## src/ocr_ram.sv

```systemverilog
module ocr_ram #(
    parameter int WIDTH = 32,
    parameter int DEPTH = 64
) (
    input  logic                     i_clk,
    input  logic                     i_we,
    input  logic [$clog2(DEPTH)-1:0] i_waddr,
    input  logic [WIDTH-1:0]         i_wdata,
    input  logic [$clog2(DEPTH)-1:0] i_raddr,
    output logic [WIDTH-1:0]         o_rdata
);

    logic [WIDTH-1:0] r_mem [DEPTH];
    logic [WIDTH-1:0] r_rdata;

    // One write port and one registered read port.
    always_ff @(posedge i_clk) begin
        if (i_we) begin
            r_mem[i_waddr] <= i_wdata;
        end
        r_rdata <= r_mem[i_raddr];
    end

    assign o_rdata = r_rdata;

endmodule

```

## config.mk

```make
export PLATFORM = sky130hd
export DESIGN_NAME = ocr_ram
export DESIGN_NICKNAME = d
export VERILOG_FILES = /design/src/ocr_ram.sv
export SDC_FILE = /design/constraint.sdc
export NUM_CORES = 2
export LEC_CHECK = 0
export ABC_AREA = 1
export BUFFER_PORTS_ARGS = -buffer_cell sky130_fd_sc_hd__buf_4
export CAP_MARGIN = 15
export CORE_MARGIN = 4
export CORE_UTILIZATION = 42
export CTS_BUF_LIST = sky130_fd_sc_hd__clkbuf_8 sky130_fd_sc_hd__clkbuf_16
export DETAILED_ROUTE_END_ITERATION = 8
export GPL_ROUTABILITY_DRIVEN = 0
export PLACE_DENSITY_LB_ADDON = 0.3
export SLEW_MARGIN = 20
export SYNTH_ARGS = -nofsm -noshare
export SYNTH_HDL_FRONTEND = slang
export SYNTH_SLANG_ARGS = --single-unit
```

## constraint.sdc

```tcl
create_clock -name i_clk -period 6.5 [get_ports i_clk]
set_input_delay 0.65 -clock i_clk [delete_from_list [all_inputs] [get_ports i_clk]]
set_output_delay 0.65 -clock i_clk [all_outputs]
set_load 0.02 [all_outputs]
```

==> flow_metrics.py <==
metrics = {
    "grt": {
        "grt_max_degree": 223,
        "grt_first_pass_wirelength_um": 347000,
        "grtUsageTotal_pct": 22.9,
        "grt_overflow": 0,
        "grt_antenna_before_repair": 12,
        "grt_pass1_vias": 50100,
    },
    "yosys": {
        "ys_seq_elements": 2080,
        "avgSynthCellArea_um2": 12.2,
        "synth_cell_types": 16,
        "synthesis.nets": 6815,
        "syn_area_um2": 82700,
        "ys_seq_area_share_pct": 75.1,
        "syn_inst": 6769,
        "ys.warnings.count": 0,
    },
    "clock_network": {
        "clk_pin_slew_worst_paths_ns": 0.06,
        "cts_htree_levels": 4,
        "cts_resized": 0,
        "cts_buffer_depth": 3,
        "cts_setup_buffers": 0,
        "clock_latency_ns": 0.85,
        "cts_tree": "yes",
        "clock_sinks": 2080,
        "cts_root_buf": "clkbuf_16",
        "numCtsBuffers": 201,
        "ctsHoldBuffers": 0,
    },
    "route": {
        "vias": 53700,
        "viasPerCell": 5.64,
        "dr.pass1.iters": 5,
        "route.detailed.drc": 0,
        "first_iter_violations": 6851,
        "finalWirelength_um": 239000,
        "wl_per_cell_um": 25.2,
        "antenna_left": 0,
    },
    "floorplanning": {
        "io_pins": 78,
        "die_height_um": 452,
        "die_area_um2": 204000,
        "die_w_um": 452,
        "core_area_um2": 195000,
        "rows": 162,
        "start_util_pct": 42.3,
    },
    "finish": {
        "finalCoreUtilization_pct": 47.2,
        "fillers": 17200,
        "drive_above_1_share_pct": 7.65,
        "area_growth_pct": 11.5,
        "final_nets": 6767,
    },
    "power": {
        "peakVddDrop_mv": 0.200,
        "p_leak_nw": 32.2,
        "powerDensity_nw_per_um2": 300,
    },
    "timing": {
        "rsz0062_at_grt": "no",
        "fin_worst_skew_ns": 0.0380,
        "post-route-min-period_ns": 3.21,
        "hold-worst-slack_ns": 0.369,
        "finalCritPeriodShare_pct": 49.4,
        "finalHoldViolCount": 0,
        "layout_setup_ws_ns": 3.29,
        "worst_pin_slew_ns": 1.12,
        "setup_viol": 0,
        "fin_tns_setup_ns": 0,
        "slew_viol_final": 0,
        "max_freq_mhz": 311,
        "max_slew_margin_pct": 25.2,
    },
    "worst_setup_path": {
        "ff2ff_path_depth": 8,
        "crit_type": "in -> reg",
        "startpoint_type": "primary input",
        "critPathCaptureType": "register",
        "crit_arrival_ns": 4.00,
        "cp_max_fo": 222,
        "worstPathRequired_ns": 7.29,
    },
    "placed_design": {
        "io_buffer_count": 77,
        "place_ws_ns": 2.60,
        "dp_hpwl_um": 120000,
    },
    "status": {
        "outcome": "completed",
    },
    "worst_hold_path": {
        "hold_depth": 1,
        "hp-class": "in -> reg",
    },
    "run": {
        "max_cap_viol_count": 0,
    },
}
## critical path, cell delays in order
cell     delay [ns]
buf_8          0.19
inv_16         0.79
buf_12         0.51
nand2_1        0.11
nand3_1        0.11
nand3_1        0.10
nand3_1        0.13
nand3_1        0.23
nand2_1        0.32
nand2_1        0.21
nand2_1        0.13
## path summary, 6_finish.rpt
| path | from | end | slack [ns] |
|---|---|---|---|
| setup / recovery | i_raddr[0] | o_rdata[20]$_DFF_P_ | 3.29 |
| hold / removal | i_wdata[11] | r_mem[57][11]$_DFFE_PP_ | 0.37 |
| setup reg to reg | r_mem[39][6]$_DFFE_PP_ | o_rdata[6]$_DFF_P_ | 4.74 |
| hold reg to reg | r_mem[9][20]$_DFFE_PP_ | o_rdata[20]$_DFF_P_ | 0.79 |
## routing by layer
metal  vias up  global-route usage, %  part of all wire (%)
met2      2602                   36.2                    47
met4         8                   9.59                   4.3
met5         -                      0                 0.015
met3       462                   3.64                   8.2
met1     26600                   31.7                    41
li1      24000                      -                     -
## Yosys cell counts
cell type	n	area, µm²
nand2_1	2248	8440
inv_2	2	7.51
nand4_1	9	56.3
buf_2	282	1410
buf_4	45	338
inv_1	9	33.8
buf_8	2	30.0
edfxtp_1	2048	61500
buf_6	3	33.8
clkbuf_1	77	289
nor2_1	56	210
nand3_1	1907	9540
inv_4	1	6.26
nor4_1	8	50.1
dfxtp_1	32	641
buf_1	40	150
## per-stage QoR
stage	std cells	instance area, µm²	total power, mW
after floorplan	6769	82700	16.1
after global placement	9139	86000	16.9
after detailed placement	9142	86000	16.9
after CTS	9509	92200	27.8
after global routing	9513	92200	28.5
final	9515	92200	27.7
## flip-flops by register name, summed over array words and instances, names as in the netlist
register and cells:
o_rdata 32, r_mem 2048
## layout make-up
cell class	instances	area (µm²)	area share, %
inverters	12	82.6	0.0895
clock buffers	209	5220	5.66
clock inverters	158	965	1.05
repair buffers	198	1770	1.92
well taps	2624	3280	3.56
multi-input cells	4228	18800	20.3
diodes	6	15.0	0.0163
flip-flops and latches	2080	62100	67.4
## report_power, final
| part | switching [mW] | internal [mW] |
|---|---|---|
| combinational | 1.33 | 0.402 |
| clock | 4.91 | 6.15 |
| sequential | 0.0624 | 14.8 |
| total | 6.30 | 21.4 |
## cell families (layout without fill, tap and decap cells)
family	after synthesis	count (layout)	share of synthesized area, %
other	0	6	0
and+or+nand+nor	4228	4228	22.1
buffers and inverters	461	577	2.78
DFF	2080	2080	75.1
## placed cells by master (no fill, tap or decap), types with 2 or more instances in the layout
master     instances
inv_8              2
nor4_2             8
inv_1             65
buf_4            171
buf_12            20
buf_8              3
clkinv_8           3
nor2_4            56
nand4_1            9
clkinv_1          49
buf_6              4
inv_16             2
nand3_1         1907
diode_2            6
clkinv_2          34
nand2_1         2248
inv_6              3
dfxtp_1           32
clkbuf_16        208
edfxtp_1        2048
bufinv_16         10
No activity file was read; power rests on OpenSTA's default activity.
