**config.mk**
```make
export PLATFORM = sky130hd
export DESIGN_NAME = ocr_det
export DESIGN_NICKNAME = d
export VERILOG_FILES = /design/src/ocr_pkg.sv /design/src/ocr_det.sv
export SDC_FILE = /design/constraint.sdc
export NUM_CORES = 2
export LEC_CHECK = 0
export BUFFER_PORTS_ARGS = -buffer_cell sky130_fd_sc_hd__clkbuf_2
export CORE_MARGIN = 8
export CORE_UTILIZATION = 55
export CTS_BUF_LIST = sky130_fd_sc_hd__clkbuf_8
export CTS_CLUSTER_DIAMETER = 200
export DETAILED_ROUTE_END_ITERATION = 8
export GPL_ROUTABILITY_DRIVEN = 0
export PLACE_DENSITY_LB_ADDON = 0.08
export SYNTH_ARGS = -nofsm -noshare
export SYNTH_HDL_FRONTEND = slang
export SYNTH_SLANG_ARGS = --single-unit
```
**constraint.sdc**
```tcl
create_clock -name i_clk -period 12.8 [get_ports i_clk]
set_clock_uncertainty 0.15 [all_clocks]
set_input_delay 1.28 -clock i_clk [delete_from_list [all_inputs] [get_ports i_clk]]
set_output_delay 1.28 -clock i_clk [all_outputs]
set_load 0.005 [all_outputs]
```
**src/ocr_pkg.sv**
```systemverilog
package ocr_pkg;

    // Fixed sizes shared by the units: rank word width, fraction bits, padded dims, permutation count.
    localparam int RANK_W    = 64;
    localparam int FRAC_BITS = 16;
    localparam int PAD_DIMS  = 4;
    localparam int NUM_PERMS = 24;

    // Command codes carried by an input word.
    localparam logic CMD_LOAD  = 1'b0;
    localparam logic CMD_START = 1'b1;

    // Configuration register indexes.
    localparam logic REG_NUM_POINTS = 1'b0;
    localparam logic REG_DIMS       = 1'b1;

    // Reset values of the configuration registers.
    localparam logic [4:0] NUM_POINTS_RST = 5'd16;
    localparam logic [2:0] DIMS_RST       = 3'd2;

    // Top level sequencer.
    typedef enum logic [3:0] {
        ST_IDLE,
        ST_OBS_INIT,
        ST_OBS_RD,
        ST_OBS_CAP,
        ST_SUB_RD,
        ST_SUB_CAP,
        ST_SIGN_GO,
        ST_SIGN_WAIT,
        ST_COF_GO,
        ST_COF_WAIT,
        ST_NEXT,
        ST_DIV_GO,
        ST_DIV_WAIT,
        ST_OUT
    } t_state;

    // Determinant unit sequencer.
    typedef enum logic [2:0] {
        DS_IDLE,
        DS_PERM,
        DS_FETCH,
        DS_MUL,
        DS_ADD,
        DS_ACC,
        DS_DONE
    } t_det_state;

    // Divider sequencer.
    typedef enum logic [2:0] {
        VS_IDLE,
        VS_RUN,
        VS_RND,
        VS_SAT,
        VS_DONE
    } t_div_state;

    // Column chosen for each row by one permutation; row r sits in bits [2r+1:2r].
    typedef logic [PAD_DIMS-1:0][1:0] t_perm_cols;

    // Matrix entry request from the determinant unit.
    typedef struct packed {
        logic [1:0] row;
        logic [1:0] col;
    } t_det_req;

    // All permutations of four columns in lexicographic order.
    localparam t_perm_cols PERM_COLS [NUM_PERMS] = '{
        {2'd3, 2'd2, 2'd1, 2'd0}, {2'd2, 2'd3, 2'd1, 2'd0},
        {2'd3, 2'd1, 2'd2, 2'd0}, {2'd1, 2'd3, 2'd2, 2'd0},
        {2'd2, 2'd1, 2'd3, 2'd0}, {2'd1, 2'd2, 2'd3, 2'd0},
        {2'd3, 2'd2, 2'd0, 2'd1}, {2'd2, 2'd3, 2'd0, 2'd1},
        {2'd3, 2'd0, 2'd2, 2'd1}, {2'd0, 2'd3, 2'd2, 2'd1},
        {2'd2, 2'd0, 2'd3, 2'd1}, {2'd0, 2'd2, 2'd3, 2'd1},
        {2'd3, 2'd1, 2'd0, 2'd2}, {2'd1, 2'd3, 2'd0, 2'd2},
        {2'd3, 2'd0, 2'd1, 2'd2}, {2'd0, 2'd3, 2'd1, 2'd2},
        {2'd1, 2'd0, 2'd3, 2'd2}, {2'd0, 2'd1, 2'd3, 2'd2},
        {2'd2, 2'd1, 2'd0, 2'd3}, {2'd1, 2'd2, 2'd0, 2'd3},
        {2'd2, 2'd0, 2'd1, 2'd3}, {2'd0, 2'd2, 2'd1, 2'd3},
        {2'd1, 2'd0, 2'd2, 2'd3}, {2'd0, 2'd1, 2'd2, 2'd3}
    };

    // Odd parity of each permutation above, bit i for permutation i.
    localparam logic [NUM_PERMS-1:0] PERM_ODD = 24'b0110_0110_0110_0110_0110_0110;

endpackage

```
**src/ocr_det.sv**
```systemverilog
module ocr_det #(
    parameter int EW = 32,
    parameter int ND = 4
) (
    input  logic                    i_clk,
    input  logic                    i_rst_n,
    input  logic                    i_start,
    input  logic [2:0]              i_k,
    output ocr_pkg::t_det_req       o_req,
    input  logic signed [EW:0]      i_ent,
    output logic                    o_done,
    output logic signed [ND*EW+5:0] o_det
);

    import ocr_pkg::*;

    localparam int PW = ND * EW;
    localparam int DW = PW + 6;

    t_det_state             r_st;
    t_det_state             n_st;
    logic [4:0]             r_perm;
    logic [1:0]             r_row;
    logic [1:0]             r_limb;
    logic                   r_neg;
    logic [PW-1:0]          r_pm;
    logic [PW-1:0]          r_np;
    logic [EW-1:0]          r_em;
    logic [2*EW-1:0]        r_pp;
    logic signed [DW-1:0]   r_acc;

    logic                   perm_ok;
    logic                   ent_neg;
    logic [EW-1:0]          ent_mag;
    logic [PW-1:0]          np_sum;
    logic signed [DW-1:0]   term;
    logic                   last_row;
    logic                   last_perm;

    // A permutation counts only when it leaves the padding rows on the diagonal.
    always_comb begin
        perm_ok = 1'b1;
        for (int r = 0; r < PAD_DIMS; r++) begin
            if (r >= int'(i_k) && PERM_COLS[r_perm][r] != 2'(r)) begin
                perm_ok = 1'b0;
            end
        end
    end

    // Sign and magnitude of the requested entry, the partial product sum, the signed term and the loop ends.
    always_comb begin
        ent_neg  = i_ent[EW];
        ent_mag  = ent_neg ? EW'(-i_ent) : EW'(i_ent);
        np_sum   = r_np + (PW'(r_pp) << (int'(r_limb) * EW));
        term     = (r_neg ^ PERM_ODD[r_perm]) ? -$signed(DW'(r_pm)) : $signed(DW'(r_pm));
        last_row = 3'(r_row) == i_k - 3'd1;
        last_perm = r_perm == 5'(NUM_PERMS - 1);
    end

    // Next state.
    always_comb begin
        n_st = r_st;
        case (r_st)
            DS_IDLE: begin
                if (i_start) begin
                    n_st = DS_PERM;
                end
            end
            DS_PERM: begin
                if (perm_ok) begin
                    n_st = DS_FETCH;
                end else if (last_perm) begin
                    n_st = DS_DONE;
                end
            end
            DS_FETCH: begin
                if (r_row != 2'd0) begin
                    n_st = DS_MUL;
                end else if (i_k == 3'd1) begin
                    n_st = DS_ACC;
                end
            end
            DS_MUL: n_st = DS_ADD;
            DS_ADD: begin
                if (r_limb == r_row - 2'd1) begin
                    n_st = last_row ? DS_ACC : DS_FETCH;
                end else begin
                    n_st = DS_MUL;
                end
            end
            DS_ACC:  n_st = last_perm ? DS_DONE : DS_PERM;
            DS_DONE: n_st = DS_IDLE;
            default: n_st = DS_IDLE;
        endcase
    end

    // Outputs.
    always_comb begin
        o_req.row = r_row;
        o_req.col = PERM_COLS[r_perm][r_row];
        o_done    = r_st == DS_DONE;
        o_det     = r_acc;
    end

    always_ff @(posedge i_clk) begin
        if (!i_rst_n) begin
            r_st <= DS_IDLE;
        end else begin
            r_st <= n_st;
        end
    end

    // Product of one permutation is built limb by limb through the shared multiplier.
    always_ff @(posedge i_clk) begin
        case (r_st)
            DS_IDLE: begin
                if (i_start) begin
                    r_acc  <= '0;
                    r_perm <= '0;
                end
            end
            DS_PERM: begin
                if (perm_ok) begin
                    r_row <= 2'd0;
                end else begin
                    r_perm <= r_perm + 5'd1;
                end
            end
            DS_FETCH: begin
                if (r_row == 2'd0) begin
                    r_pm  <= PW'(ent_mag);
                    r_neg <= ent_neg;
                    r_row <= 2'd1;
                end else begin
                    r_em   <= ent_mag;
                    r_neg  <= r_neg ^ ent_neg;
                    r_limb <= 2'd0;
                    r_np   <= '0;
                end
            end
            DS_MUL: begin
                r_pp <= r_pm[int'(r_limb) * EW +: EW] * r_em;
            end
            DS_ADD: begin
                r_np <= np_sum;
                if (r_limb == r_row - 2'd1) begin
                    r_pm  <= np_sum;
                    r_row <= r_row + 2'd1;
                end else begin
                    r_limb <= r_limb + 2'd1;
                end
            end
            DS_ACC: begin
                r_acc  <= r_acc + term;
                r_perm <= r_perm + 5'd1;
            end
            default: begin
            end
        endcase
    end

endmodule

```
==> flow_summary.json <==
{
  "synthesis.area_um2": 73770,
  "antenna_found_initial": 23,
  "dieArea_um2": 146100,
  "fin_setup_tns_ps": 0,
  "synthTopCellsByArea": "fa_1 24%, edfxtp_1 20%, ha_1 9.1%, and2_1 5.6%, inv_1 5.3%",
  "status": "completed",
  "core_area_um2": 133300,
  "drc": 0,
  "syn_to_final_growth_pct": 5.315,
  "worstSetupPathType": "reg -> reg",
  "drv_cap": 0,
  "start_util_pct": 55.35,
  "timing.fmax_mhz": 92.30,
  "cp-end-kind": "flip-flop",
  "synth_flop_cell": "edfxtp_1",
  "ys_ff_latch": 500,
  "die_w_um": 382.2,
  "cts_hold_buf": 0,
  "arrival_ps": 11170,
  "dr.pass1.iters": 6,
  "drt_iter0_drc": 7821,
  "routed_via_density": 6.208,
  "fillers": 12030,
  "worstHoldPathType": "reg -> reg",
  "worstMarginPinSlew_ps": 1275,
  "drt_wl_total_mm": 246.2,
  "relSlewSlack_pct": 13.88,
  "std_cell_rows": 134,
  "hpwl_mm": 198.3,
  "overflow": 0,
  "num_io_pins": 178,
  "cts_htree_levels": 3,
  "syn_avg_cell_area_um2": 8.942,
  "synth.distinct_cells": 87,
  "grt_use_total_pct": 32.82,
  "cts_root_buffer": "clkbuf_8",
  "yosys-top-cells-count": "1048 x inv_1, 898 x fa_1, 823 x nand2_1",
  "crit_required_ps": 13140,
  "cts_buffers": 86,
  "vias": 62050,
  "startpoint_type": "flip-flop",
  "numClockSinks": 500,
  "nNetsFinal": 9618,
  "clk_pin_slew_worst_paths_ps": 80,
  "ctsResizeCount": 0,
  "seq_area_um2": 14970,
  "fin_crit_sh_pct": 84.65,
  "synth-seq-area-share_pct": 20.30,
  "die_h_um": 382.2,
  "io_buffers": 177,
  "ant_nets": 0,
  "multi_input_area_um2": 53240,
  "grt_pass1_wl_mm": 370.4,
  "synth_edf_count": 496,
  "layout-drive-gt1-share_pct": 5.977,
  "synth.most_common_cell": "inv_1",
  "clk_path_buf_depth": 3,
  "report.final.hold_viol_count": 0,
  "clk_latency_ps": 790,
  "finalSetupViolCount": 0,
  "syn_nets": 9724,
  "yosysTopAreaCell": "fa_1",
  "period_needed_ps": 10830,
  "synth_top_area_share_pct": 24.37,
  "grt_pass1_vias": 60540,
  "grt_max_degree": 129,
  "cts_tree": "done",
  "ys_warn_count": 0,
  "wl_per_cell_um": 24.63,
  "async_flop_share_pct": 0,
  "rsz0062_at_grt": "no",
  "cts_setup_buffers": 0,
  "slew_viol_final": 0,
  "syn_inst": 8250,
  "worstPathMaxFanout": 32
}
path summary, 6_finish.rpt:
path         startpoint        end  slack [ps]  cells after the start
max           r_limb[0]   r_pp[62]        1970                     27
min           r_perm[0]  flip-flop         550                      1
max reg2reg   r_limb[0]   r_pp[62]        1970                     27
min reg2reg   r_perm[0]  flip-flop         550                      1
placed cells by master (no fill, tap or decap), drive strengths merged, types with 32 or more instances in the layout:
cell type,instances
mux2i,39
clkinv,38
a21o,187
edfxtp,496
a21oi,538
o21a,53
and3,32
nand2,824
and2,658
ha,537
xnor2,268
nor3,93
nand4,162
a22o,34
fa,898
nor4,32
or3,36
mux4,32
a31oi,57
buf,84
o31ai,57
o21bai,109
nand2b,34
o21ai,330
inv,1070
nand3,63
clkbuf,265
nor2,592
xor2,184
nor2b,70
cell families after synthesis:
family	after synthesis	synth area share (%)
and+or+nand+nor	2697	18.12
AOI/OAI and AO/OA	1589	13.53
buffers and inverters	1503	7.658
adders and majority gates	1435	33.48
DFF	500	20.30
xor gates and xnor gates	452	5.366
muxes	74	1.552
state kept, by name, indices dropped and copies added, names as in the netlist, named ones only:
signal,count
r_st,3
r_row,2
r_np,128
r_neg,1
o_det,134
r_pm,128
r_pp,64
r_perm,5
r_em,32
r_limb,2
per-stage QoR:
stage               setup slack (ps)  util [%]  cell area [um^2]  std cells  hold slack, ps
floorplan                       1800         -             73770       8250           424.0
global placement                2240     56.94             75900       9824           555.3
detailed placement              2095     56.94             75900       9824           558.7
CTS                             2012     58.27             77660       9983           562.9
global route                    1430     58.27             77670       9985           588.9
finish                          1965     58.29             77690       9995           554.9
routing by layer:
layer	track usage, %	part of all wire (%)
met3	7.832	11
met4	12.76	4.6
met2	49.24	43
met5	0	0.016
met1	46.08	41
area by class of cell:
cell class	count	area share, %
diodes	12	0.03865
clock buffers	88	1.559
clock inverters	71	0.7118
inverters	1048	5.063
multi-input cells	6247	68.52
flip-flops and latches	500	19.27
well taps	1768	2.847
repair buffers	261	1.984
worst max-delay path, cell delays in order (launching register included):
cell	delay, ps
edfxtp_1	830
buf_4	470
mux4_2	1000
and2_1	370
fa_1	560
fa_1	440
fa_1	510
inv_1	50
fa_1	530
inv_1	50
fa_1	520
fa_1	440
fa_1	540
inv_1	50
fa_1	540
inv_1	50
ha_1	380
a21o_1	220
a21o_1	180
a21o_1	180
a221oi_1	490
nand4_1	160
o211ai_1	520
a31oi_1	340
a21o_1	300
a221o_1	330
a21oi_1	180
xnor2_1	80
Power is not shown: default switching activity piles up to over one toggle a cycle in this logic, so the estimate is an artifact.
